## src/rtl/core/lar_pkg.sv

```systemverilog
`default_nettype none

package lar_pkg;

  localparam int unsigned QuatFracBits = 14;
  localparam int unsigned UnitFracBits = 30;
  localparam logic [15:0] MinDistReset = 16'd7;

  // serial unit widths
  localparam int unsigned OpW   = 32;
  localparam int unsigned WordW = 64;
  localparam int unsigned DenW  = 33;

  typedef struct packed {
    logic signed [31:0] eye_x;
    logic signed [31:0] eye_y;
    logic signed [31:0] eye_z;
    logic signed [31:0] target_x;
    logic signed [31:0] target_y;
    logic signed [31:0] target_z;
  } in_item_t;

  typedef struct packed {
    logic signed [15:0] quat_w;
    logic signed [15:0] quat_x;
    logic signed [15:0] quat_y;
    logic signed [15:0] quat_z;
    logic               degenerate;
  } out_item_t;

  typedef enum logic [4:0] {
    ST_IDLE,
    ST_CHECK,
    ST_DIST_SQ,
    ST_DIST_MIN,
    ST_LOAD_Z,
    ST_SAVE_Z,
    ST_SAVE_X,
    ST_CROSS,
    ST_SAVE_Y,
    ST_ROOT,
    ST_QUOT,
    ST_SAVE_Q,
    ST_NRM_MAG,
    ST_NRM_SCALE,
    ST_NRM_SQ,
    ST_NRM_ROOT,
    ST_NRM_DIV,
    ST_FINISH
  } state_e;

endpackage

`default_nettype wire

```

## src/rtl/core/lar_mul.sv

```systemverilog
`default_nettype none

module lar_mul (
  input  logic                       clk_i,
  input  logic                       rst_ni,
  input  logic                       start_i,
  input  logic [lar_pkg::OpW-1:0]    a_i,
  input  logic [lar_pkg::OpW-1:0]    b_i,
  output logic                       done_o,
  output logic [lar_pkg::WordW-1:0]  prod_o
);

  localparam int unsigned CntW = $clog2(lar_pkg::OpW);

  logic [lar_pkg::WordW-1:0] a_q;
  logic [lar_pkg::WordW-1:0] p_q;
  logic [lar_pkg::OpW-1:0]   b_q;
  logic [CntW-1:0]           cnt_q;
  logic                      busy_q;
  logic                      done_q;

  always_ff @(posedge clk_i or negedge rst_ni) begin
    if (!rst_ni) begin
      busy_q <= 1'b0;
      done_q <= 1'b0;
      cnt_q  <= '0;
    end else begin
      done_q <= 1'b0;
      if (start_i) begin
        busy_q <= 1'b1;
        cnt_q  <= '1;
      end else if (busy_q) begin
        cnt_q <= cnt_q - 1'b1;
        if (cnt_q == '0) begin
          busy_q <= 1'b0;
          done_q <= 1'b1;
        end
      end
    end
  end

  // shift-add, one multiplier bit a cycle
  always_ff @(posedge clk_i) begin
    if (start_i) begin
      a_q <= {{(lar_pkg::WordW-lar_pkg::OpW){1'b0}}, a_i};
      b_q <= b_i;
      p_q <= '0;
    end else if (busy_q) begin
      if (b_q[0]) begin
        p_q <= p_q + a_q;
      end
      a_q <= a_q << 1;
      b_q <= b_q >> 1;
    end
  end

  assign done_o = done_q;
  assign prod_o = p_q;

endmodule

`default_nettype wire

```

## config.mk

```make
export PLATFORM = sky130hd
export DESIGN_NAME = lar_mul
export DESIGN_NICKNAME = d
export VERILOG_FILES = /design/src/rtl/core/lar_pkg.sv /design/src/rtl/core/lar_mul.sv
export SDC_FILE = /design/constraint.sdc
export NUM_CORES = 1
export LEC_CHECK = 0
export BUFFER_PORTS_ARGS = -buffer_cell sky130_fd_sc_hd__buf_2
export CAP_MARGIN = 10
export CORE_UTILIZATION = 35
export CTS_BUF_LIST = sky130_fd_sc_hd__clkbuf_16
export DETAILED_ROUTE_END_ITERATION = 12
export REMOVE_ABC_BUFFERS = 1
export SKIP_CTS_REPAIR_TIMING = 1
export SLEW_MARGIN = 40
export SYNTH_ARGS = -nofsm -noshare
export SYNTH_HDL_FRONTEND = slang
export SYNTH_SLANG_ARGS = --single-unit
```

## constraint.sdc

```tcl
create_clock -name clk_i -period 9.35 [get_ports clk_i]
set_input_delay 1.87 -clock clk_i [delete_from_list [all_inputs] [get_ports clk_i]]
set_output_delay 1.87 -clock clk_i [all_outputs]
set_load 0.1 [all_outputs]
```

==> impl_summary.md <==
Setup path
For the worst flop-to-flop path, the logic depth is 12. The critical path class is register to register. For this run, the slowest stage of the critical path takes around 600 ps.

The signal on the critical path passes through ha_1 > fa_1 > a211oi_1 > o21bai_1 > nand3_1 > a21oi_1 > nor4_2 > o21ai_2 > a31oi_1 > o21ai_1 > mux2i_1 > a311o_1. The critical path endpoint category is a register. Together, buffers and inverters on the worst path number 0. The worst register-to-register path ends at prod_o[48]$_SDFFE_PP0P_.

The highest net fanout along the worst path is 5. The data required time at the worst endpoint is between 9000 and 10000 ps. Grouping stages by cell kind, the critical path spends the most delay in compound AO/OA/AOI/OAI gates. The origin of the critical flop-to-flop path is a_q[0]$_SDFFCE_PN0P_.

The largest individual stage delay along the critical path comes from the cell sky130_fd_sc_hd__nor4_2. The startpoint type of the worst setup path is a register. The reg2reg setup slack is roughly 5500 ps. Data on the critical path arrives at its endpoint at between 4000 and 5000 ps.

STA
Setup violations remaining at the end of the flow were counted as 0. The total negative slack for setup checks is 0 ps. Counting I/O delays and the setup requirement, the final critical path takes a little under 4000 ps. Setup repair after global routing left no endpoint under its margin.

The headroom to the max-slew limit is a little under half. The maximum clock rate is approximately 260 MHz. After layout, the worst path uses a little over 40% of the clock period. The post-route worst setup slack is between 5000 and 6000 ps.

The number of max-slew violations in the final report is 0. The actual transition at the worst max-transition pin is 795 ps. The final hold violation count is 0. The final worst hold slack is 473 ps. The clock arrives with between 15 and 20 ps of skew.

Synth
The area share of xor/xnor cells in the synthesized design is 3.88%. Synthesis produced 1113 cells. The dominant synthesized flop cell is sky130_fd_sc_hd__dfxtp_1. The count of flip-flops with a built-in enable after synthesis is 64. The portion of the post-synthesis area used by sequential elements is 39.5%. The top cell type's share of synthesized area is about a fifth. The synthesized netlist devotes under 10% of its cell area to adder and majority cells. Counting flops and latches in the post-synthesis netlist gives roughly 170.

Summing the areas of all and, or, nand and nor instances in the mapped netlist gives 16.3% of the synthesized area. By area, the combinational part of the netlist is dominated by compound AO/OA/AOI/OAI gates. After synthesis, the cell types taking the most area are sky130_fd_sc_hd__dfxtp_1, sky130_fd_sc_hd__edfxtp_1, sky130_fd_sc_hd__ha_1. The cell type with the largest total area after synthesis is sky130_fd_sc_hd__dfxtp_1. The area fraction in compound gates after synthesis is 18.3%. In this run, distinct cell masters in the synthesized netlist total 74.

The synthesized area divided by synthesized cell count is 9.13 um2. In this run the cell area of the synthesized design comes to approximately 0.010 mm2. The Yosys step of the flow raised 0 warnings. The portion of synthesized area spent on multiplexers is about a tenth.

The proportion of synthesized flip-flops having asynchronous set or reset is around 4.2%.

Flow run
Across the run, the number of max-cap violations was 0.

Routing
The detailed-router iteration count before antenna repair is 5. The mean number of vias per cell is ~5.3. Wires add up to roughly 27000 um.

Dividing the detail-routed wire length by the instance count gives 16.8 um. The detailed-route via count is around 8500. The detailed router's first-iteration violation count is approximately 630.

The number of routed nets with antenna violations is 0. In the routed design, unresolved DRC markers number 0.

GRT
The total overflow left after global routing is 0. Across every metal layer, demand over resource in global routing totals 18.6%. Global routing consumed, on the met3 layer, under 10% of the routing resources.

Global routing used 30.2% of the available met2 tracks. The global routing usage on met1 is between 20% and 30%. The initial antenna violation count is 1. The first global-routing pass estimated 43400 um of wire. The maximum number of pins on one net before global-route repair is between 90 and 100. The global-route layer with the greatest usage is met2. The number of global-route vias before repair is ~8300.

Worst hold path
The worst hold path startpoint is prod_o[32]$_SDFFE_PP0P_. For hold timing, the worst endpoint is prod_o[32]$_SDFFE_PP0P_. The tightest min-delay check is of the register to register type.

The worst hold path passes through 2 cells.

Final layout
Relative to the synthesized area, the layout overhead comes to 15.1%. Measured on the finished design, the core utilization comes to 40.9%. The net count of the finished layout is roughly 1300. Of the cells placed in the final design, the portion with a size suffix greater than 1 is 20.8%. The number of antenna diodes in the final layout is 0.

Clocking
The clock transition at the registers of the reported paths is 80 ps. The clock network latency to the later pin of the worst-skew pair is roughly 450 ps. CTS saw 167 sinks.

The CTS buffer count is 17. TritonCTS built the clock tree. In this run the clock root is driven by a sky130_fd_sc_hd__clkbuf_16.

The H-tree was split into 4 levels. The maximum number of buffers from clock root to sink is 2.

Floorplanning
The floorplan step defined a core boundary enclosing ~0.029 mm2. The boundary pin count is 132. The floorplan step defined a die boundary enclosing ~0.030 mm2. The width of the chip is about 170 um.

In this run the core area contains 62 standard-cell rows. The initial utilization of the core area, before any placement, comes to 35.5%. From bottom edge to top edge, the die measures approximately 170 um.

Power
Dividing total power by cell area gives a power density of approximately 200 mW/mm2. The leakage power is between 0.005 and 0.006 uW. Across the VDD grid, the largest voltage drop is between 0.1 and 0.15 mV.

Place
The half-perimeter wire length after detailed placement is a little under 20000 um. The worst slack at placement is between 5000 and 6000 ps. The final weighted congestion in routability-driven placement is around 0.88. The number of I/O port buffers is roughly 130.

Outcome
The run finished with clean final reports.
power by group:
group / switching [uW] / total (uW) / internal [uW]
registers: 46.7 / 871 / 824
clock network: 340 / 719 / 379
logic: 562 / 789 / 226
total: 949 / 2380 / 1430
per-stage QoR:
| stage | instances | cell area, um2 | power (uW) |
|---|---|---|---|
| after detailed placement | 1566 | 11100 | 1670 |
| after floorplan | 1045 | 9900 | 1500 |
| after CTS | 1598 | 11700 | 2400 |
| final | 1598 | 11700 | 2380 |
| after global placement | 1565 | 11100 | 1670 |
| after global routing | 1598 | 11700 | 2500 |
layout make-up:
type,instances,area [um2]
Clock buffer,17,425
Clock inverter,15,163
Fill cell,2899,16900
Inverter,19,71.3
Multi-Input combinational cell,859,5820
Sequential cell,167,4020
Tap cell,384,480
Timing Repair Buffer,137,723
cells in the mapped netlist (4+ instances only):
master                     count
sky130_fd_sc_hd__o21ai_0      39
sky130_fd_sc_hd__dfrtp_1       7
sky130_fd_sc_hd__a211oi_1      6
sky130_fd_sc_hd__nor4b_1       4
sky130_fd_sc_hd__or4_1         5
sky130_fd_sc_hd__o21ai_1       7
sky130_fd_sc_hd__or3_1         6
sky130_fd_sc_hd__dfxtp_1      96
sky130_fd_sc_hd__buf_1        11
sky130_fd_sc_hd__nor2b_1       5
sky130_fd_sc_hd__mux2i_1      36
sky130_fd_sc_hd__nand3_1      31
sky130_fd_sc_hd__nand2_1     151
sky130_fd_sc_hd__nand4_1      30
sky130_fd_sc_hd__a21o_1       39
sky130_fd_sc_hd__nor3_1       14
sky130_fd_sc_hd__and2_1        8
sky130_fd_sc_hd__a31oi_1       9
sky130_fd_sc_hd__a21oi_1     111
sky130_fd_sc_hd__mux2_2       62
sky130_fd_sc_hd__inv_1        19
sky130_fd_sc_hd__ha_1         65
sky130_fd_sc_hd__clkbuf_1     51
sky130_fd_sc_hd__o211ai_1      4
sky130_fd_sc_hd__nor2_1       81
sky130_fd_sc_hd__xnor2_1      32
sky130_fd_sc_hd__o21bai_1     12
sky130_fd_sc_hd__o31ai_1       5
sky130_fd_sc_hd__edfxtp_1     64
sky130_fd_sc_hd__and3_1        9
sky130_fd_sc_hd__o21a_1       11
sky130_fd_sc_hd__xor2_1       13
registers in the layout (all words and copies together) (netlist names):
| register | flops |
|---|---|
| busy_q | 1 |
| done_o | 1 |
| a_q | 64 |
| b_q | 32 |
| cnt_q | 5 |
| prod_o | 64 |
kinds of logic after synthesis:
kind of cell,count (synthesis)
buffers and inverters,87
DFF,167
adders and majority gates,66
AOI/OAI and AO/OA,290
muxes,99
and+or+nand+nor,359
xor gates and xnor gates,45
placed cells by master (no fill, tap or decap), drive strengths merged, types with 32 or more instances in the layout:
cell	Yosys	final
nand2	151	151
mux2i	36	36
buf	15	137
xnor2	32	32
a21o	39	39
dfxtp	96	96
mux2	63	63
a21oi	113	113
ha	65	65
edfxtp	64	64
nor2	82	82
o21ai	48	48
layer usage:
layer	part of all wire (%)	up-vias
li1	-	4251
met1	47	4055
met2	46	212
met3	5.6	29
met4	1.5	2
met5	0.048	-
how the worst max path moves through the flow:
stage / from / end / slack [ps] / cells after the start
finish: a_q[0]$_SDFFCE_PN0P_ / prod_o[48]$_SDFFE_PP0P_ / 5500 / 12
CTS: a_q[0]$_SDFFCE_PN0P_ / prod_o[48]$_SDFFE_PP0P_ / 5520 / 12
global route: a_q[0]$_SDFFCE_PN0P_ / prod_o[48]$_SDFFE_PP0P_ / 5360 / 12
detailed placement: start_i / prod_o[34]$_SDFFE_PP0P_ / 5270 / 7
floorplan: busy_q$_DFF_PN0_ / prod_o[34]$_SDFFE_PP0P_ / 5520 / 4
global placement: start_i / prod_o[34]$_SDFFE_PP0P_ / 5300 / 7
tightest hold or removal path, delay by kind of cell, from the launching register on:
kind / cells / cell delay, ps
AND/OR/NAND/NOR: 1 / 60
flip-flops: 1 / 320
AO/OA/AOI/OAI: 1 / 50
(Power assumes the default switching activity.)
