$ cat src/rtl/core/lar_pkg.sv
`default_nettype none

package lar_pkg;

  localparam int unsigned QuatFracBits = 14;
  localparam int unsigned UnitFracBits = 30;
  localparam logic [15:0] MinDistReset = 16'd7;

  // serial unit widths
  localparam int unsigned OpW   = 32;
  localparam int unsigned WordW = 64;
  localparam int unsigned DenW  = 33;

  typedef struct packed {
    logic signed [31:0] eye_x;
    logic signed [31:0] eye_y;
    logic signed [31:0] eye_z;
    logic signed [31:0] target_x;
    logic signed [31:0] target_y;
    logic signed [31:0] target_z;
  } in_item_t;

  typedef struct packed {
    logic signed [15:0] quat_w;
    logic signed [15:0] quat_x;
    logic signed [15:0] quat_y;
    logic signed [15:0] quat_z;
    logic               degenerate;
  } out_item_t;

  typedef enum logic [4:0] {
    ST_IDLE,
    ST_CHECK,
    ST_DIST_SQ,
    ST_DIST_MIN,
    ST_LOAD_Z,
    ST_SAVE_Z,
    ST_SAVE_X,
    ST_CROSS,
    ST_SAVE_Y,
    ST_ROOT,
    ST_QUOT,
    ST_SAVE_Q,
    ST_NRM_MAG,
    ST_NRM_SCALE,
    ST_NRM_SQ,
    ST_NRM_ROOT,
    ST_NRM_DIV,
    ST_FINISH
  } state_e;

endpackage

`default_nettype wire

$ cat src/rtl/core/lar_sqrt.sv
`default_nettype none

module lar_sqrt (
  input  logic                       clk_i,
  input  logic                       rst_ni,
  input  logic                       start_i,
  input  logic [lar_pkg::WordW-1:0]  val_i,
  output logic                       done_o,
  output logic [lar_pkg::OpW-1:0]    root_o
);

  localparam int unsigned CntW = $clog2(lar_pkg::OpW);
  localparam int unsigned RemW = lar_pkg::OpW + 2;

  logic [lar_pkg::WordW-1:0] val_q;
  logic [RemW-1:0]           rem_q;
  logic [lar_pkg::OpW-1:0]   root_q;
  logic [CntW-1:0]           cnt_q;
  logic                      busy_q;
  logic                      done_q;
  logic [RemW+1:0]           shifted;
  logic [RemW+1:0]           trial;

  assign shifted = {rem_q, val_q[lar_pkg::WordW-1 -: 2]};
  assign trial   = shifted - {2'b00, root_q, 2'b01};

  always_ff @(posedge clk_i or negedge rst_ni) begin
    if (!rst_ni) begin
      busy_q <= 1'b0;
      done_q <= 1'b0;
      cnt_q  <= '0;
    end else begin
      done_q <= 1'b0;
      if (start_i) begin
        busy_q <= 1'b1;
        cnt_q  <= '1;
      end else if (busy_q) begin
        cnt_q <= cnt_q - 1'b1;
        if (cnt_q == '0) begin
          busy_q <= 1'b0;
          done_q <= 1'b1;
        end
      end
    end
  end

  // floor root, two radicand bits a cycle
  always_ff @(posedge clk_i) begin
    if (start_i) begin
      val_q  <= val_i;
      rem_q  <= '0;
      root_q <= '0;
    end else if (busy_q) begin
      val_q <= val_q << 2;
      if (!trial[RemW+1]) begin
        rem_q  <= trial[RemW-1:0];
        root_q <= {root_q[lar_pkg::OpW-2:0], 1'b1};
      end else begin
        rem_q  <= shifted[RemW-1:0];
        root_q <= {root_q[lar_pkg::OpW-2:0], 1'b0};
      end
    end
  end

  assign done_o = done_q;
  assign root_o = root_q;

endmodule

`default_nettype wire

$ cat config.mk
export PLATFORM = sky130hd
export DESIGN_NAME = lar_sqrt
export DESIGN_NICKNAME = d
export VERILOG_FILES = /design/src/rtl/core/lar_pkg.sv /design/src/rtl/core/lar_sqrt.sv
export SDC_FILE = /design/constraint.sdc
export NUM_CORES = 1
export LEC_CHECK = 0
export BUFFER_PORTS_ARGS = -buffer_cell sky130_fd_sc_hd__buf_2
export CORE_AREA = 2 2 116 118
export CTS_CLUSTER_SIZE = 28
export DETAILED_ROUTE_END_ITERATION = 12
export DIE_AREA = 0 0 118 120
export MAX_ROUTING_LAYER = met4
export PLACE_DENSITY = 0.91
export SLEW_MARGIN = 20
export SYNTH_ARGS = -nofsm -noshare
export SYNTH_HDL_FRONTEND = slang
export SYNTH_SLANG_ARGS = --single-unit
$ cat constraint.sdc
create_clock -name clk_i -period 6.5 [get_ports clk_i]
set_input_delay 1.3 -clock clk_i [delete_from_list [all_inputs] [get_ports clk_i]]
set_output_delay 1.3 -clock clk_i [all_outputs]
set_load 0.02 [all_outputs]
==> results of run 1 <==
-- per-stage QoR --
step                       util  cell area, sq um  worst slack, ns
final                     0.676              8770             2.99
after global routing      0.676              8770             2.75
after CTS                 0.676              8770             2.98
after detailed placement  0.629              8160             3.08
after global placement    0.627              8130             2.97
after floorplan               -              7580             3.61
-- kinds of logic (layout without fill, tap and decap cells) --
group | count (synthesis) | in the layout | share of synthesized area
mux | 116 | 116 | 0.163
simple gates | 188 | 188 | 0.115
fa+ha+maj | 35 | 35 | 0.0577
buf+inv | 82 | 175 | 0.0455
xor+xnor | 32 | 32 | 0.0370
compound gates | 136 | 136 | 0.131
flops | 137 | 137 | 0.451
-- power breakdown --
part / switching, uW / internal (uW) / total, uW
combinational: 1040 / 878 / 1920
clock: 412 / 580 / 992
sequential: 83.3 / 1040 / 1120
-- path summary, 6_finish.rpt --
check / depth (start not counted) / endpoint
worst min-delay path: 2 / rem_q[8]
worst max-delay path: 12 / rem_q[9]
worst max register to register: 12 / rem_q[9]
worst min register to register: 2 / rem_q[8]
max in group asynchronous: 1 / busy_q
min in group asynchronous: 1 / cnt_q[3]
-- worst max-delay path, delay by kind of cell (launching register included) --
family | cells | cell delay [ns]
AO/OA/AOI/OAI | 8 | 2.23
adder cells (fa/ha/maj) | 1 | 0.38
buffers and inverters | 2 | 0.31
flip-flops | 1 | 0.37
AND/OR/NAND/NOR | 1 | 0.08
-- layout by cell type, fill, tap and decap left out, drive strengths merged, types with 3 or more instances in the layout --
| cell | netlist | layout |
|---|---|---|
| buf | 17 | 103 |
| mux2 | 62 | 62 |
| clkinv | 0 | 4 |
| o2111ai | 3 | 3 |
| mux2i | 54 | 54 |
| nor3b | 3 | 3 |
| dfrtp | 7 | 7 |
| a31oi | 3 | 3 |
| a21o | 17 | 17 |
| dfxtp | 66 | 66 |
| nand2b | 10 | 10 |
| clkbuf | 25 | 17 |
| and2 | 7 | 7 |
| o21ai | 18 | 18 |
| a31o | 3 | 3 |
| or3 | 3 | 3 |
| nor3 | 6 | 6 |
| inv | 40 | 47 |
| a21oi | 32 | 32 |
| a311oi | 10 | 10 |
| and4 | 3 | 3 |
| xnor2 | 20 | 20 |
| o21a | 6 | 6 |
| a211oi | 23 | 23 |
| xor2 | 12 | 12 |
| nor2b | 3 | 3 |
| edfxtp | 64 | 64 |
| nand4 | 6 | 6 |
| nand2 | 39 | 39 |
| nor2 | 88 | 88 |
| o31ai | 3 | 3 |
| ha | 35 | 35 |
| nand3 | 7 | 7 |
-- sequential cells by signal, indices dropped and copies added (netlist names) --
name    cells
busy_q      1
rem_q      34
root_o     32
cnt_q       5
done_o      1
val_q      64
-- routing by layer --
layer / wire [microns] / track usage / vias up
li1: - / - / 2796
met3: 926 / 0.0661 / 38
met4: 301 / 0.0866 / 0
met1: 6910 / 0.291 / 2724
met2: 7580 / 0.379 / 176
met5: 0 / - / -
-- Yosys cell counts, drive strengths merged (6+ instances only) --
master  number  share of area
a211oi      23          0.024
a21o        17          0.017
a21oi       32          0.024
a311oi      10          0.012
and2         7         0.0058
buf         17          0.013
clkbuf      25          0.012
dfrtp        7          0.023
dfxtp       66           0.17
edfxtp      64           0.25
ha          35          0.058
inv         40          0.020
mux2        62          0.092
mux2i       54          0.071
nand2       39          0.019
nand2b      10         0.0082
nand3        7         0.0046
nand4        6         0.0049
nor2        88          0.044
nor3         6         0.0040
o21a         6         0.0061
o21ai       18          0.012
xnor2       20          0.023
xor2        12          0.014
-- area by class of cell --
class	instances	area, sq um	share of cell area
flip-flops and latches	137	3420	0.390
multi-input cells	507	3820	0.436
repair buffers	103	548	0.0625
clock buffers	17	425	0.0485
clock inverters	15	181	0.0207
well taps	176	220	0.0251
inverters	40	150	0.0171
==> metrics.yaml, run 1 <==
placement:
  post-place-cells: 963
  gp_congestion: 0.877
  io_buffer_count: 99
  hpwl_microns: 10200
setup_path:
  slowest_delay_ns: 0.58
  critPathLaunchType: "flip-flop"
  crit_type: "reg2reg"
  arrival_ns: 3.82
  path_common_cell: "a21o_1"
  reg2reg_from: "root_o[6]"
  critPathLaunch: "root_o[6]"
  critPathMaxFanout: 19
  critPathSlowestCell: "a21oi_4"
  cp.required_ns: 6.82
  cp-end-kind: "flip-flop"
  regToRegSetupSlack_ns: 2.99
  path_cells: "inv_1, ha_1, a21oi_1, o21ai_1, a21o_1, o31ai_4, o211ai_4, a21o_1, a21oi_4, buf_16, nand2_1, a311oi_1"
route:
  ant_nets: 0
  wl_per_cell_microns: 15.8
  firstDrtPassIters: 5
  drt_iter0_markers: 476
  via_per_inst: 5.76
  wirelength_microns: 15700
  drcViolationCount: 0
  vias: 5734
grt:
  antenna_found_initial: 0
  grt_first_pass_wirelength_microns: 26300
  grt_max_degree: 82
  grt_use_total: 0.238
  grt_pass1_vias: 5604
  grt_overflow_total: 0
timing:
  timing.final.max_slew_violations: 0
  min_period_over_period: 0.539
  fin_skew_ns: 0.0116
  worstMarginPinSlew_ns: 0.881
  holdWs_ns: 0.503
  hold_viol_final: 0
  fin_crit_ns: 3.51
  finalSetupTns_ns: 0
  setup_viol: 0
  fmax_mhz: 285
  relSlewSlack: 0.413
  rsz0062_at_grt: "false"
logic_synthesis:
  synth_edf_count: 64
  async_flop_share: 0.0511
  yosysSeqAreaShare: 0.451
  synth_cell_types: 66
  syn_nets: 828
  syn_inst: 726
  syn-mean-instance-area_sq_um: 10.4
  synthesis.area_sq_um: 7580
  ys_warn_count: 0
  synth_flop_cell: "dfxtp_1"
  synth_seq_cells: 137
layout:
  syn2layout_area_growth_pct: 15.6
  finalNetCount: 908
  num-fill-cells: 941
  instances_no_fill: 995
  antennaDiodeCount: 0
  drive_above_1_share: 0.264
power_and_ir_drop:
  peakVddDrop_uv: 257
  p_per_area_nw_per_um2: 460
  power.leakage_uw: 0.00389
  total_power_uw: 4030
clock_network:
  numCtsBuffers: 17
  clock_latency_ns: 0.43
  clockBufferDepth: 2
  cts_resized: 0
  postCtsHoldBufs: 0
  clk_pin_slew_ns: 0.06
  postCtsSetupBuffers: 0
  htreeDepth: 4
  cts_sinks: 137
  cts_tree: "done"
  cts_root_buf: "clkbuf_16"
min_path:
  hp-class: "reg2reg"
  worstHoldStart: "rem_q[8]"
floorplanning:
  ios: 100
  initial_core_util: 0.584
  row_count: 42
  dieArea_sq_um: 14200
  core_area_sq_um: 13000
  fp.dieH_microns: 120
  die_x_microns: 118
run_status:
  status: "completed"
run:
  cap_violations: 0
Power figures use the tool's default switching activity.
==> run 2: changes to the inputs <==
--- a/config.mk
+++ b/config.mk
@@ -6,12 +6,12 @@
 export NUM_CORES = 1
 export LEC_CHECK = 0
 export BUFFER_PORTS_ARGS = -buffer_cell sky130_fd_sc_hd__buf_2
-export CORE_AREA = 2 2 116 118
+export CORE_AREA = 2 2 123 125
 export CTS_CLUSTER_SIZE = 28
 export DETAILED_ROUTE_END_ITERATION = 12
-export DIE_AREA = 0 0 118 120
+export DIE_AREA = 0 0 125 127
 export MAX_ROUTING_LAYER = met4
-export PLACE_DENSITY = 0.91
+export PLACE_DENSITY = 0.86
 export SLEW_MARGIN = 20
 export SYNTH_ARGS = -nofsm -noshare
 export SYNTH_HDL_FRONTEND = slang
==> constraint.sdc (replaced) <==
create_clock -name clk_i -period 3.2 [get_ports clk_i]
set_input_delay 0.64 -clock clk_i [delete_from_list [all_inputs] [get_ports clk_i]]
set_output_delay 0.64 -clock clk_i [all_outputs]
set_load 0.02 [all_outputs]
==> run 2 against run 1 <==
  * Maximum frequency rose by 15%
  * Total power rose by 100%
  * Combinational power rose by 110%
  * Die area rose by 12%
  * Final cell count rose by 1.8%
  * Sequential share of layout area fell by 0.48 points
  * Core utilization fell by 6.0 points
  * Register-to-register slack got worse by 2.8 ns
  * Non-clock buffer count rose by 11
  * Largest cell class unchanged
==> metrics.yaml, run 2 (synthesis gave the netlist of run 1 again) <==
power_and_ir_drop:
  pwr-share-seq: 0.276
  intPower_uw: 5160
  peakVddDrop_uv: 556
  p_comb_frac: 0.493
  p_per_area_nw_per_um2: 929
  total_power_uw: 8250
  power.leakage_uw: 0.00394
  swShare: 0.375
  switchingPower_uw: 3090
  clkPwrFrac: 0.231
route:
  drcViolationCount: 0
  met2_length_microns: 7550
  top_layer: "met4"
  m1WireLength_microns: 7220
  ant_nets: 0
  drt_iter0_markers: 365
  wl_per_cell_microns: 15.6
  via_per_inst: 5.61
  dr_wl_met3_microns: 770
  vias: 5682
  firstDrtPassIters: 5
  wirelength_microns: 15800
floorplanning:
  core_area_sq_um: 14400
  dieArea_sq_um: 15900
  initial_core_util: 0.526
  row_count: 44
  ios: 100
  die_x_microns: 125
  fp.dieH_microns: 127
placement:
  io_buffer_count: 99
  gp_congestion: 0.902
  placed_area_sq_um: 8260
  hpwl_microns: 10500
clock_network:
  cts_sinks: 137
  numCtsBuffers: 17
  htreeDepth: 4
  cts_root_buf: "clkbuf_16"
  clk_pin_slew_ns: 0.06
  clock_latency_ns: 0.42
  clockBufferDepth: 2
  cts_tree: "done"
  postCtsHoldBufs: 0
grt:
  grt_first_pass_wirelength_microns: 25800
  grt_max_degree: 70
  antenna_found_initial: 0
  grt_overflow_total: 0
  grt_use_total: 0.205
  grt_pass1_vias: 5533
layout:
  drive_above_1_share: 0.271
  num-fill-cells: 1173
  final_area_sq_um: 8880
  top_register: "val_q"
  mostFrequentLayoutCells: "buf_2 (98), nor2_1 (88), dfxtp_1 (66), edfxtp_1 (64), mux2_2 (62)"
  finalNetCount: 919
  layout_commonest_cell: "buf_2"
  antennaDiodeCount: 0
  final_util: 0.615
  syn2layout_area_growth_pct: 17.0
  largest_reg_flops: 64
timing:
  fmax_mhz: 328
  fin_skew_ns: 0.00606
  setup_viol: 0
  timing.final.max_slew_violations: 0
  fin_crit_ns: 3.05
  hold_viol_final: 0
  min_period_over_period: 0.952
  worstMarginPinSlew_ns: 0.798
  relSlewSlack: 0.468
setup_path:
  r2r_end: "rem_q[16]"
  path_cells: "inv_1, ha_1, and2_1, a21oi_2, nand3_1, o31ai_4, o211ai_4, a21o_1, a21oi_4, buf_12, mux2i_1, a211oi_1"
  critPathMaxFanout: 19
  crit_type: "reg2reg"
  regToRegSetupSlack_ns: 0.15
  critPathLaunchType: "flip-flop"
  reg2reg_from: "root_o[19]"
  cp-end-kind: "flip-flop"
  critPathSlowestCell: "ha_1"
  ff2ff_path_depth: 12
  cp.required_ns: 3.46
  slowest_delay_ns: 0.39
  arrival_ns: 3.31
run:
  cap_violations: 0
min_path:
  hp-class: "in2async"
run_status:
  status: "completed"
## run 2: changes by cell type in the layout (fill, tap and decap cells not counted), sizes merged
| cell | change |
|---|---|
| buf | +11 |
| inv | -2 |
| clkinv | +1 |
## run 2: final cells by class
type,count,area (sq um),share of cell area
multi-input cells,507,3850,0.433
flip-flops and latches,137,3420,0.385
repair buffers,114,656,0.0739
clock buffers,17,425,0.0479
well taps,184,230,0.0259
inverters,40,150,0.0169
clock inverters,14,148,0.0166
## run 2: stage by stage
step	TNS [ns]	instances	setup WS (ns)	hold WS (ns)
floorplan	0	726	0.310	0.344
global placement	0	981	0.235	0.479
detailed placement	0	981	0.165	0.481
CTS	0	1012	0.101	0.0312
global route	-0.00101	1013	-0.00101	0.0414
finish	0	1013	0.154	0.0382
## run 2: timing repair
action | CTS | global route
buffers inserted | 0 | 1
gates resized for setup | 0 | 8
endpoints found under the setup margin | 0 | 20
## run 2: worst max-delay path by stage
| stage | end | startpoint | slack, ns |
|---|---|---|---|
| CTS | rem_q[5] | root_o[6] | 0.10 |
| floorplan | rem_q[28] | root_o[16] | 0.31 |
| global placement | rem_q[31] | root_o[6] | 0.23 |
| global route | rem_q[11] | root_o[19] | -0.001 |
| finish | rem_q[16] | root_o[19] | 0.15 |
| detailed placement | rem_q[2] | root_o[2] | 0.17 |
## run 2: power groups by stage
stage | sequential (uW) | clock, uW | combinational (uW)
after global routing | 2310 | 2010 | 4440
after floorplan | 2270 | 0 | 3140
after global placement | 2300 | 0 | 3740
after detailed placement | 2300 | 0 | 3820
after CTS | 2270 | 1930 | 3900
final | 2280 | 1910 | 4060
## run 2: metal layers
metal	GRT usage	vias up
met4	0.0699	0
met3	0.0544	21
li1	-	2811
met2	0.329	146
met5	-	-
met1	0.254	2704
## run 2: critical path, delay by kind of cell (launching register included)
family | cells | cell delay (ns)
AO/OA/AOI/OAI | 6 | 1.24
adder cells (fa/ha/maj) | 1 | 0.39
flip-flops | 1 | 0.38
multiplexers | 1 | 0.23
AND/OR/NAND/NOR | 2 | 0.37
buffers and inverters | 2 | 0.27
