`src/rtl/core/lar_pkg.sv`:
```
`default_nettype none

package lar_pkg;

  localparam int unsigned QuatFracBits = 14;
  localparam int unsigned UnitFracBits = 30;
  localparam logic [15:0] MinDistReset = 16'd7;

  // serial unit widths
  localparam int unsigned OpW   = 32;
  localparam int unsigned WordW = 64;
  localparam int unsigned DenW  = 33;

  typedef struct packed {
    logic signed [31:0] eye_x;
    logic signed [31:0] eye_y;
    logic signed [31:0] eye_z;
    logic signed [31:0] target_x;
    logic signed [31:0] target_y;
    logic signed [31:0] target_z;
  } in_item_t;

  typedef struct packed {
    logic signed [15:0] quat_w;
    logic signed [15:0] quat_x;
    logic signed [15:0] quat_y;
    logic signed [15:0] quat_z;
    logic               degenerate;
  } out_item_t;

  typedef enum logic [4:0] {
    ST_IDLE,
    ST_CHECK,
    ST_DIST_SQ,
    ST_DIST_MIN,
    ST_LOAD_Z,
    ST_SAVE_Z,
    ST_SAVE_X,
    ST_CROSS,
    ST_SAVE_Y,
    ST_ROOT,
    ST_QUOT,
    ST_SAVE_Q,
    ST_NRM_MAG,
    ST_NRM_SCALE,
    ST_NRM_SQ,
    ST_NRM_ROOT,
    ST_NRM_DIV,
    ST_FINISH
  } state_e;

endpackage

`default_nettype wire

```
`src/rtl/core/lar_div.sv`:
```
`default_nettype none

module lar_div (
  input  logic                       clk_i,
  input  logic                       rst_ni,
  input  logic                       start_i,
  input  logic [lar_pkg::WordW-1:0]  num_i,
  input  logic [lar_pkg::DenW-1:0]   den_i,
  output logic                       done_o,
  output logic [lar_pkg::WordW-1:0]  quo_o
);

  localparam int unsigned CntW = $clog2(lar_pkg::WordW);

  logic [lar_pkg::DenW-1:0]  rem_q;
  logic [lar_pkg::DenW-1:0]  den_q;
  logic [lar_pkg::WordW-1:0] quo_q;
  logic [CntW-1:0]           cnt_q;
  logic                      busy_q;
  logic                      done_q;
  logic [lar_pkg::DenW:0]    shifted;
  logic [lar_pkg::DenW:0]    trial;

  assign shifted = {rem_q, quo_q[lar_pkg::WordW-1]};
  assign trial   = shifted - {1'b0, den_q};

  always_ff @(posedge clk_i or negedge rst_ni) begin
    if (!rst_ni) begin
      busy_q <= 1'b0;
      done_q <= 1'b0;
      cnt_q  <= '0;
    end else begin
      done_q <= 1'b0;
      if (start_i) begin
        busy_q <= 1'b1;
        cnt_q  <= '1;
      end else if (busy_q) begin
        cnt_q <= cnt_q - 1'b1;
        if (cnt_q == '0) begin
          busy_q <= 1'b0;
          done_q <= 1'b1;
        end
      end
    end
  end

  // restoring division, one quotient bit a cycle
  always_ff @(posedge clk_i) begin
    if (start_i) begin
      rem_q <= '0;
      den_q <= den_i;
      quo_q <= num_i;
    end else if (busy_q) begin
      if (!trial[lar_pkg::DenW]) begin
        rem_q <= trial[lar_pkg::DenW-1:0];
        quo_q <= {quo_q[lar_pkg::WordW-2:0], 1'b1};
      end else begin
        rem_q <= shifted[lar_pkg::DenW-1:0];
        quo_q <= {quo_q[lar_pkg::WordW-2:0], 1'b0};
      end
    end
  end

  assign done_o = done_q;
  assign quo_o  = quo_q;

endmodule

`default_nettype wire

```
`config.mk`:
```
export PLATFORM = sky130hd
export DESIGN_NAME = lar_div
export DESIGN_NICKNAME = d
export VERILOG_FILES = /design/src/rtl/core/lar_pkg.sv /design/src/rtl/core/lar_div.sv
export SDC_FILE = /design/constraint.sdc
export NUM_CORES = 1
export LEC_CHECK = 0
export BUFFER_PORTS_ARGS = -buffer_cell sky130_fd_sc_hd__buf_2
export CAP_MARGIN = 20
export CORE_AREA = 2 2 95 143
export DETAILED_ROUTE_END_ITERATION = 16
export DIE_AREA = 0 0 97 145
export PLACE_DENSITY_LB_ADDON = 0.25
export SYNTH_ARGS = -nofsm -noshare
export SYNTH_HDL_FRONTEND = slang
export SYNTH_SLANG_ARGS = --single-unit
```
`constraint.sdc`:
```
create_clock -name clk_i -period 5.75 [get_ports clk_i]
set_input_delay 0.575 -clock clk_i [delete_from_list [all_inputs] [get_ports clk_i]]
set_output_delay 0.575 -clock clk_i [all_outputs]
set_load 0.01 [all_outputs]
```
==> impl_metrics.json, run 1 <==
{
  "status": "complete, no violations",
  "crit_path_start": "den_q[24]",
  "via_per_inst": 5.640,
  "tightest_slew_ps": 981.2,
  "crit_fanout": 45,
  "antenna_left": 0,
  "pwr_density_cell_mw_per_mm2": 282.7,
  "holdPathStages": 1,
  "synth_flop_cell": "edfxtp_1",
  "synth.distinct_cells": 59,
  "cp-endpoint": "rem_q[20]",
  "via_count": 5651,
  "totalWireLength_um": 16270,
  "design_area_mm2": 0.008935,
  "final_cell_mix": "163 x buf_2, 97 x edfxtp_1, 64 x nor2_1",
  "layout-drive-gt1-share_pct": 32.15,
  "area_growth_pct": 20.14,
  "antenna_found_initial": 0,
  "dieHeight_um": 145,
  "wire_per_inst_um": 16.24,
  "ys_ff_latch": 138,
  "r2r-end": "rem_q[20]",
  "synth-edff-count": 97,
  "timing.rr.start": "den_q[24]",
  "power_frac_seq_pct": 46.7,
  "die-area_mm2": 0.01407,
  "p_switching_w": 0.0006354,
  "hpwl_um": 11680,
  "min_period_ps": 3472,
  "hold_ws_ps": 329.7,
  "netlist_instances": 673,
  "grt_use_total_pct": 23.40,
  "ys.warnings.count": 0,
  "cts_made_buffers": 17,
  "grt_pass1_wl_um": 27230,
  "critical_path_class": "flop to flop",
  "start_util_pct": 57.98,
  "grt-ovfl-total": 0,
  "cts_htree_levels": 4,
  "finClkSkew_ps": 9.402,
  "cts-root-buf": "clkbuf_16",
  "synth_area_mm2": 0.007437,
  "ioPinCount": 165,
  "fillCellCount": 965,
  "n_antenna_cell": 0,
  "synth.avg_cell_area_um2": 11.05,
  "grt_max_degree": 80,
  "core_region_area_mm2": 0.01283,
  "drc": 0,
  "drtIter0Drc": 326,
  "drt-pass1-iter-count": 4,
  "cp-start-kind": "flop",
  "rows": 51,
  "power_frac_comb_pct": 11.6,
  "clock_latency_ps": 410,
  "hold_viol_final": 0,
  "synth.net_count": 809,
  "fin_crit_sh_pct": 60.38,
  "post_cts_buffers": 0,
  "cts.path.max_buffers": 2,
  "fin_util_pct": 69.66,
  "cap_violations": 0,
  "clkTransAtPathRegs_ps": 70,
  "vdd_drop_max_mv": 0.1935,
  "slew_headroom_pct": 34.35,
  "p_int_w": 0.001891,
  "grt_pass1_vias": 5924,
  "r2r_slack_ps": 2280,
  "power_leakage_nw": 3.970,
  "rsz0062_at_grt": "false",
  "setup_viol": 0,
  "placed_cell_area_mm2": 0.008359,
  "yosysSeqAreaShare_pct": 50.74,
  "critPathArrivalTime_ps": 3780,
  "seq_area_mm2": 0.003774,
  "clock.fmax_mhz": 288.0,
  "synth_async_sr_flop_share_pct": 5.797,
  "endpoint_kind": "flop",
  "cp.required_ps": 6050,
  "hp-class": "input pin to flop",
  "die_x_um": 97,
  "p_clk_share_pct": 41.7,
  "nets": 967,
  "routabilityCongestion": 0.9805,
  "io_buffers": 164,
  "p_sw_share_pct": 25.15,
  "final_common_cell": "buf_2",
  "cts_tree": "done",
  "slew_viol_final": 0,
  "reg2reg_depth": 12,
  "fin_setup_tns_ps": 0,
  "multiInputGateArea_mm2": 0.003364,
  "clock_sinks": 138
}
[state kept, by name, summed over array words and instances, names as in the netlist]
| name | cells |
|---|---|
| busy_q | 1 |
| cnt_q | 6 |
| den_q | 33 |
| done_o | 1 |
| quo_o | 64 |
| rem_q | 33 |
[power by group through the flow]
| stage | Sequential [W] | Clock (W) | Combinational [W] |
|---|---|---|---|
| 2_1_floorplan | 0.00122 | 0 | 0.000150 |
| 3_3_place_gp | 0.00120 | 0 | 0.000283 |
| 3_5_place_dp | 0.00120 | 0 | 0.000293 |
| 4_1_cts | 0.00118 | 0.00107 | 0.000295 |
| 5_1_grt | 0.00119 | 0.00111 | 0.000322 |
| 6_report | 0.00118 | 0.00105 | 0.000294 |
[layout make-up]
class                   instances  share of cell area (%)
clock inverters                14                   1.568
clock buffers                  17                   4.761
flip-flops and latches        138                   42.23
inverters                      43                   1.806
multi-input cells             461                   37.66
repair buffers                170                   9.747
well taps                     159                   2.227
[what timing repair did]
action / 4_1_cts / 5_1_grt
endpoints found under the hold margin: 8 / 0
setup endpoints to repair: 0 / 0
hold buffers: 1 / 0
gates resized for setup: 0 / 0
[cells by family (layout without fill, tap and decap cells)]
kind of cell,Yosys count,in the layout,synth area share (%)
simple gates,152,152,9.707
flops,138,138,50.74
compound gates,172,172,15.02
xor+xnor,33,33,4.139
mux,68,68,10.21
fa+ha+maj,36,36,6.157
buf+inv,74,244,4.021
[per-layer routing]
metal / global-route usage (%) / share of wire (%)
met5: 0 / 0
met4: 10.42 / 2.7
met3: 6.118 / 5.4
met2: 40.28 / 51
met1: 27.26 / 41
[cell usage after synthesis (all sizes together), types with 18 or more instances]
cell type  count  area share, %
nor2          64            3.2
dfxtp         33            8.9
edfxtp        97             39
a211oi        26            2.8
inv           43            2.2
nand2         33            1.7
o21ai         33            2.2
ha            35            5.9
a21oi         52            3.5
mux2          63            9.5
a21o          18            1.8
[worst max-delay path, stage by stage (launching register included)]
cell	delay [ps]
edfxtp_1	320
inv_1	40
ha_1	350
a21oi_1	230
o21ai_1	120
a221o_1	330
a21o_1	200
a211oi_2	210
a21o_2	240
xor2_4	410
buf_4	480
a21oi_1	140
a211oi_1	300
[how the worst min path moves through the flow]
stage              from  endpoint  slack (ps)
2_1_floorplan    rst_ni    busy_q         280
6_report       den_i[9]  den_q[9]         330
4_1_cts        den_i[0]  den_q[0]         320
3_3_place_gp     rst_ni  cnt_q[0]         420
3_5_place_dp     rst_ni  cnt_q[0]         430
5_1_grt        den_i[9]  den_q[9]         320
[per-stage QoR]
| step | cells | worst slack (ps) | total power (W) |
|---|---|---|---|
| after floorplan | 673 | 2783 | 0.001367 |
| after global placement | 970 | 2371 | 0.001478 |
| after detailed placement | 970 | 2296 | 0.001490 |
| after CTS | 1002 | 2239 | 0.002546 |
| after global routing | 1002 | 1962 | 0.002622 |
| final | 1002 | 2278 | 0.002526 |
No activity file was read; power rests on OpenSTA's default activity.
==> run 2: changes to the inputs <==
Settings changed: CORE_AREA 2 2 95 143 to 2 2 103 155, DIE_AREA 0 0 97 145 to 0 0 105 157.
Clock period 5.75 ns to 3 ns, I/O delays scaled along.
==> run 2 against run 1 <==
Against the previous run:
- largest power group unchanged
- cell area grew 6.7%
- clock-buffer cell count grew 2
- power grew 97%
- largest cell class unchanged
- worst hold slack lost 280 ps
- setup slack lost 2200 ps
- via count grew 3.5%
- utilization shrank 6.1 points
- clock power grew 100%
==> impl_metrics.json, run 2 (synthesis results as in run 1) <==
{
  "status": "complete, no violations",
  "via_count": 5846,
  "pwr_density_cell_mw_per_mm2": 521.6,
  "clock_latency_ps": 430,
  "hpwl_um": 11830,
  "final_cell_mix": "163 x buf_2, 97 x edfxtp_1, 64 x nor2_1",
  "totalWireLength_um": 17750,
  "cts.path.max_buffers": 2,
  "fillCellCount": 1251,
  "setup_viol": 0,
  "cts_made_buffers": 17,
  "fin_crit_sh_pct": 97.21,
  "routabilityCongestion": 0.8628,
  "io_buffers": 164,
  "hold_viol_final": 0,
  "via_per_inst": 5.458,
  "cap_violations": 0,
  "dieHeight_um": 157,
  "cp.required_ps": 3300,
  "r2r-end": "rem_q[32]",
  "die_x_um": 105,
  "ioPinCount": 165,
  "timing.rr.start": "den_q[12]",
  "cp-start-kind": "flop",
  "nets": 995,
  "cts_htree_levels": 4,
  "wire_per_inst_um": 16.58,
  "hp-class": "input pin to flop",
  "r2r_slack_ps": 80,
  "rows": 55,
  "cts-root-buf": "clkbuf_16",
  "drt-pass1-iter-count": 4,
  "clkTransAtPathRegs_ps": 60,
  "grt_pass1_wl_um": 27100,
  "min_period_ps": 2916,
  "grt-ovfl-total": 0,
  "grt_use_total_pct": 20.60,
  "placed_cell_area_mm2": 0.008544,
  "clock.fmax_mhz": 342.9,
  "cp-endpoint": "rem_q[32]",
  "drc": 0,
  "slew_viol_final": 0,
  "n_antenna_cell": 0,
  "power_leakage_nw": 4.183,
  "start_util_pct": 49.57,
  "crit_path_start": "den_q[12]",
  "area_growth_pct": 28.23,
  "antenna_left": 0,
  "endpoint_kind": "flop",
  "reg2reg_depth": 12,
  "grt_max_degree": 65,
  "tightest_slew_ps": 946.7,
  "core_region_area_mm2": 0.01500,
  "drtIter0Drc": 287,
  "layout-drive-gt1-share_pct": 38.30,
  "largest_reg_flops": 64,
  "grt_pass1_vias": 5924,
  "vdd_drop_max_mv": 0.4548,
  "die-area_mm2": 0.01649,
  "critical_path_class": "flop to flop",
  "crit_fanout": 6,
  "finClkSkew_ps": 9.436,
  "final_common_cell": "buf_2",
  "cts_tree": "done",
  "antenna_found_initial": 0,
  "totalPowerFinal_w": 0.004975,
  "slew_headroom_pct": 36.65,
  "critPathArrivalTime_ps": 3220,
  "clock_sinks": 138,
  "design_area_mm2": 0.009537
}
run 2: cell count changes in the layout (fill, tap and decap cells not counted), moves of 5 or more:
cell / delta
ha_4: +6
ha_1: -11
a21oi_1: -7
ha_2: +5
buf_4: +20
run 2: worst min path at each step:
stage / from / end / cells after the start
final: den_i[4] / den_q[4] / 1
after CTS: den_i[4] / den_q[4] / 1
after global routing: den_i[29] / den_q[29] / 1
after detailed placement: rst_ni / cnt_q[0] / 1
after global placement: rst_ni / cnt_q[0] / 1
after floorplan: rst_ni / busy_q / 0
run 2: metrics by stage:
step	hold slack, ps	util, %	setup WS [ps]	TNS (ps)	std cells
global route	28.43	63.57	-62.26	-457.7	1071
finish	45.10	63.57	83.69	0	1071
detailed placement	151.2	56.96	-159.1	-159.1	1023
global placement	143.0	56.96	-37.74	-37.74	1023
floorplan	4.409	-	33.11	0	673
CTS	31.80	61.42	34.23	0	1061
run 2: repair_timing:
action	in CTS	in global routing
setup endpoints to repair	3	33
hold buffers	1	0
gates cloned	0	3
hold endpoints to repair	8	0
gates resized for setup	10	46
setup buffers	5	7
pin swaps	5	22
run 2: metal layers:
| layer | vias to the layer above | share of wire, % | track usage (%) |
|---|---|---|---|
| met1 | 2748 | 39 | 23.04 |
| met5 | - | 0 | 0 |
| met2 | 214 | 51 | 35.50 |
| li1 | 2842 | - | - |
| met3 | 42 | 6.9 | 6.832 |
| met4 | 0 | 3.0 | 9.524 |
run 2: where the power goes:
part | internal, W | switching, W | leakage [nW] | total (W)
logic | 0.000309 | 0.000312 | 2.57 | 0.000621
clock network | 0.00123 | 0.000864 | 0.267 | 0.00210
registers | 0.00219 | 0.0000643 | 1.35 | 0.00226
total | 0.00373 | 0.00124 | 4.18 | 0.00497
run 2: worst max-delay path: stages (launching register included):
cell and delay (ps):
edfxtp_1 370, inv_1 90, ha_4 220, or3_1 380, o211ai_1 180, a21oi_2 130
o21ai_2 180, a31oi_2 130, buf_4 160, o211a_1 200, a311oi_1 200, a21oi_1 60
or4_1 480
run 2: layout make-up:
| type | count | area, µm² | share of cell area [%] |
|---|---|---|---|
| Clock buffer | 19 | 432.9 | 4.539 |
| Clock inverter | 13 | 146.4 | 1.535 |
| Inverter | 43 | 161.4 | 1.692 |
| Multi-Input combinational cell | 461 | 3598 | 37.73 |
| Sequential cell | 138 | 3775 | 39.58 |
| Tap cell | 199 | 249.0 | 2.611 |
| Timing Repair Buffer | 198 | 1174 | 12.31 |
==> run 3: changes to the inputs <==
--- a/config.mk
+++ b/config.mk
@@ -9,5 +9,8 @@
 export CAP_MARGIN = 20
-export CORE_AREA = 2 2 103 155
+export CELL_PAD_IN_SITES_DETAIL_PLACEMENT = 0
+export CELL_PAD_IN_SITES_GLOBAL_PLACEMENT = 1
+export CORE_AREA = 2 2 116 175
+export CTS_CLUSTER_SIZE = 16
 export DETAILED_ROUTE_END_ITERATION = 16
-export DIE_AREA = 0 0 105 157
+export DIE_AREA = 0 0 118 177
 export PLACE_DENSITY_LB_ADDON = 0.25
==> constraint.sdc (replaced) <==
create_clock -name clk_i -period 3 [get_ports clk_i]
set_input_delay 0 -clock clk_i [delete_from_list [all_inputs] [get_ports clk_i]]
set_output_delay 0 -clock clk_i [all_outputs]
set_load 0.01 [all_outputs]
==> run 3 against run 2 <==
Against the previous run:
- setup slack improved by 20 ps
- first-iteration DRC count decreased by 14%
- register-to-register slack improved by 20 ps
- largest cell class unchanged
==> impl_metrics.json, run 3 (synthesis results as in run 1) <==
{
  "grt_pass1_wl_um": 30790,
  "hp-class": "input pin to flop",
  "io_buffers": 164,
  "antenna_left": 0,
  "fin_setup_tns_ps": 0,
  "multiInputGateArea_mm2": 0.003615,
  "rows": 63,
  "clock_sinks": 138,
  "endpoint_kind": "flop",
  "r2r_slack_ps": 100,
  "cts_made_buffers": 17,
  "cts_tree": "done",
  "via_count": 6198,
  "fillCellCount": 1673,
  "min_period_ps": 2896,
  "die-area_mm2": 0.02089,
  "slew_viol_final": 0,
  "nets": 1101,
  "fin_util_pct": 54.80,
  "hold_ws_ps": 232.3,
  "clock.fmax_mhz": 345.3,
  "final_common_cell": "buf_2",
  "die_x_um": 118,
  "ioPinCount": 165,
  "pwr_density_cell_mw_per_mm2": 483.1,
  "cp-start-kind": "flop",
  "finClkSkew_ps": 8.231,
  "setup_viol": 0,
  "wire_per_inst_um": 15.58,
  "setup_ws_ps": 103.8,
  "totalPowerFinal_w": 0.005155,
  "hpwl_um": 12990,
  "fin_crit_sh_pct": 96.54,
  "layout-drive-gt1-share_pct": 34.76,
  "drc": 0,
  "critical_path_class": "flop to flop",
  "worst-path-buf-inv": 3,
  "cap_violations": 0,
  "crit_slowest_cell": "edfxtp_1",
  "pre_cts_ws_ps": -151.5,
  "area_growth_pct": 43.47,
  "cts_htree_levels": 4,
  "critical_path.max_stage_delay_ps": 350,
  "critPathArrivalTime_ps": 3240,
  "n_antenna_cell": 0,
  "cts.path.max_buffers": 2,
  "totalWireLength_um": 19280,
  "slew_headroom_pct": 43.28,
  "status": "complete, no violations",
  "cp.required_ps": 3340,
  "grt-ovfl-total": 0,
  "crit_top_cell": "a211oi_2",
  "clock_latency_ps": 430,
  "start_util_pct": 38.20,
  "hold_viol_final": 0,
  "clkTransAtPathRegs_ps": 60,
  "power_leakage_nw": 4.652,
  "final_cell_mix": "163 x buf_2, 99 x dlygate4sd3_1, 97 x edfxtp_1",
  "antenna_found_initial": 0,
  "dieHeight_um": 177,
  "via_per_inst": 5.006,
  "crit_family": "compound AO/OA/AOI/OAI gates",
  "vdd_drop_max_mv": 0.3710,
  "grt_pass1_vias": 6494,
  "grt_max_degree": 68,
  "drt-pass1-iter-count": 4,
  "grt_use_total_pct": 18.39,
  "crit_fanout": 14,
  "seq_area_mm2": 0.003774,
  "path_cells": "inv_1 > ha_4 > a21oi_2 > o21ai_1 > a221o_1 > a21o_1 > a211oi_2 > a21o_2 > xor2_4 > buf_12 > clkbuf_16 > o31a_1 > a211oi_2",
  "drtIter0Drc": 247,
  "cts-root-buf": "clkbuf_16",
  "core_region_area_mm2": 0.01947,
  "largest_reg_flops": 64,
  "tightest_slew_ps": 850.8,
  "routabilityCongestion": 0.8401
}
-- run 3: what timing repair did --
action | in CTS | in global routing
pin swaps | 4 | 20
cloned | 0 | 2
endpoints found under the setup margin | 2 | 29
hold endpoints to repair | 105 | 0
hold buffers | 99 | 0
setup buffers | 0 | 8
resized for setup | 7 | 41
-- run 3: final cells by class --
class / instances / share of cell area [%]
Inverter: 43 / 1.513
Tap cell: 260 / 3.049
Sequential cell: 138 / 35.37
Multi-Input combinational cell: 461 / 33.88
Clock buffer: 18 / 4.022
Clock inverter: 14 / 1.606
Timing Repair Buffer: 304 / 20.57
-- run 3: per-layer routing --
layer	routed length, µm	track usage, %	vias up
li1	-	-	3055
met1	7638	19.28	2950
met2	10260	34.54	163
met3	954	5.090	30
met4	432	7.279	0
met5	0	0	-
-- run 3: path summary, 6_finish.rpt --
check / start / end / cells after the start
min in group asynchronous: rst_ni / cnt_q[3] / 3
worst min register to register: rem_q[5] / rem_q[5] / 2
max in group asynchronous: rst_ni / cnt_q[5] / 3
worst max register to register: den_q[24] / rem_q[14] / 13
worst min-delay path: start_i / den_q[1] / 1
worst max-delay path: den_q[24] / rem_q[14] / 13
-- run 3: metrics by stage --
| step | cells | instance area, µm² |
|---|---|---|
| detailed placement | 1097 | 8706 |
| floorplan | 673 | 7437 |
| global route | 1238 | 10670 |
| CTS | 1228 | 10320 |
| global placement | 1097 | 8706 |
| finish | 1238 | 10670 |
-- run 3: report_power, final --
group	switching, W	internal (W)
combinational	0.000336	0.000397
sequential	0.0000678	0.00219
clock	0.000848	0.00131
total	0.00125	0.00390
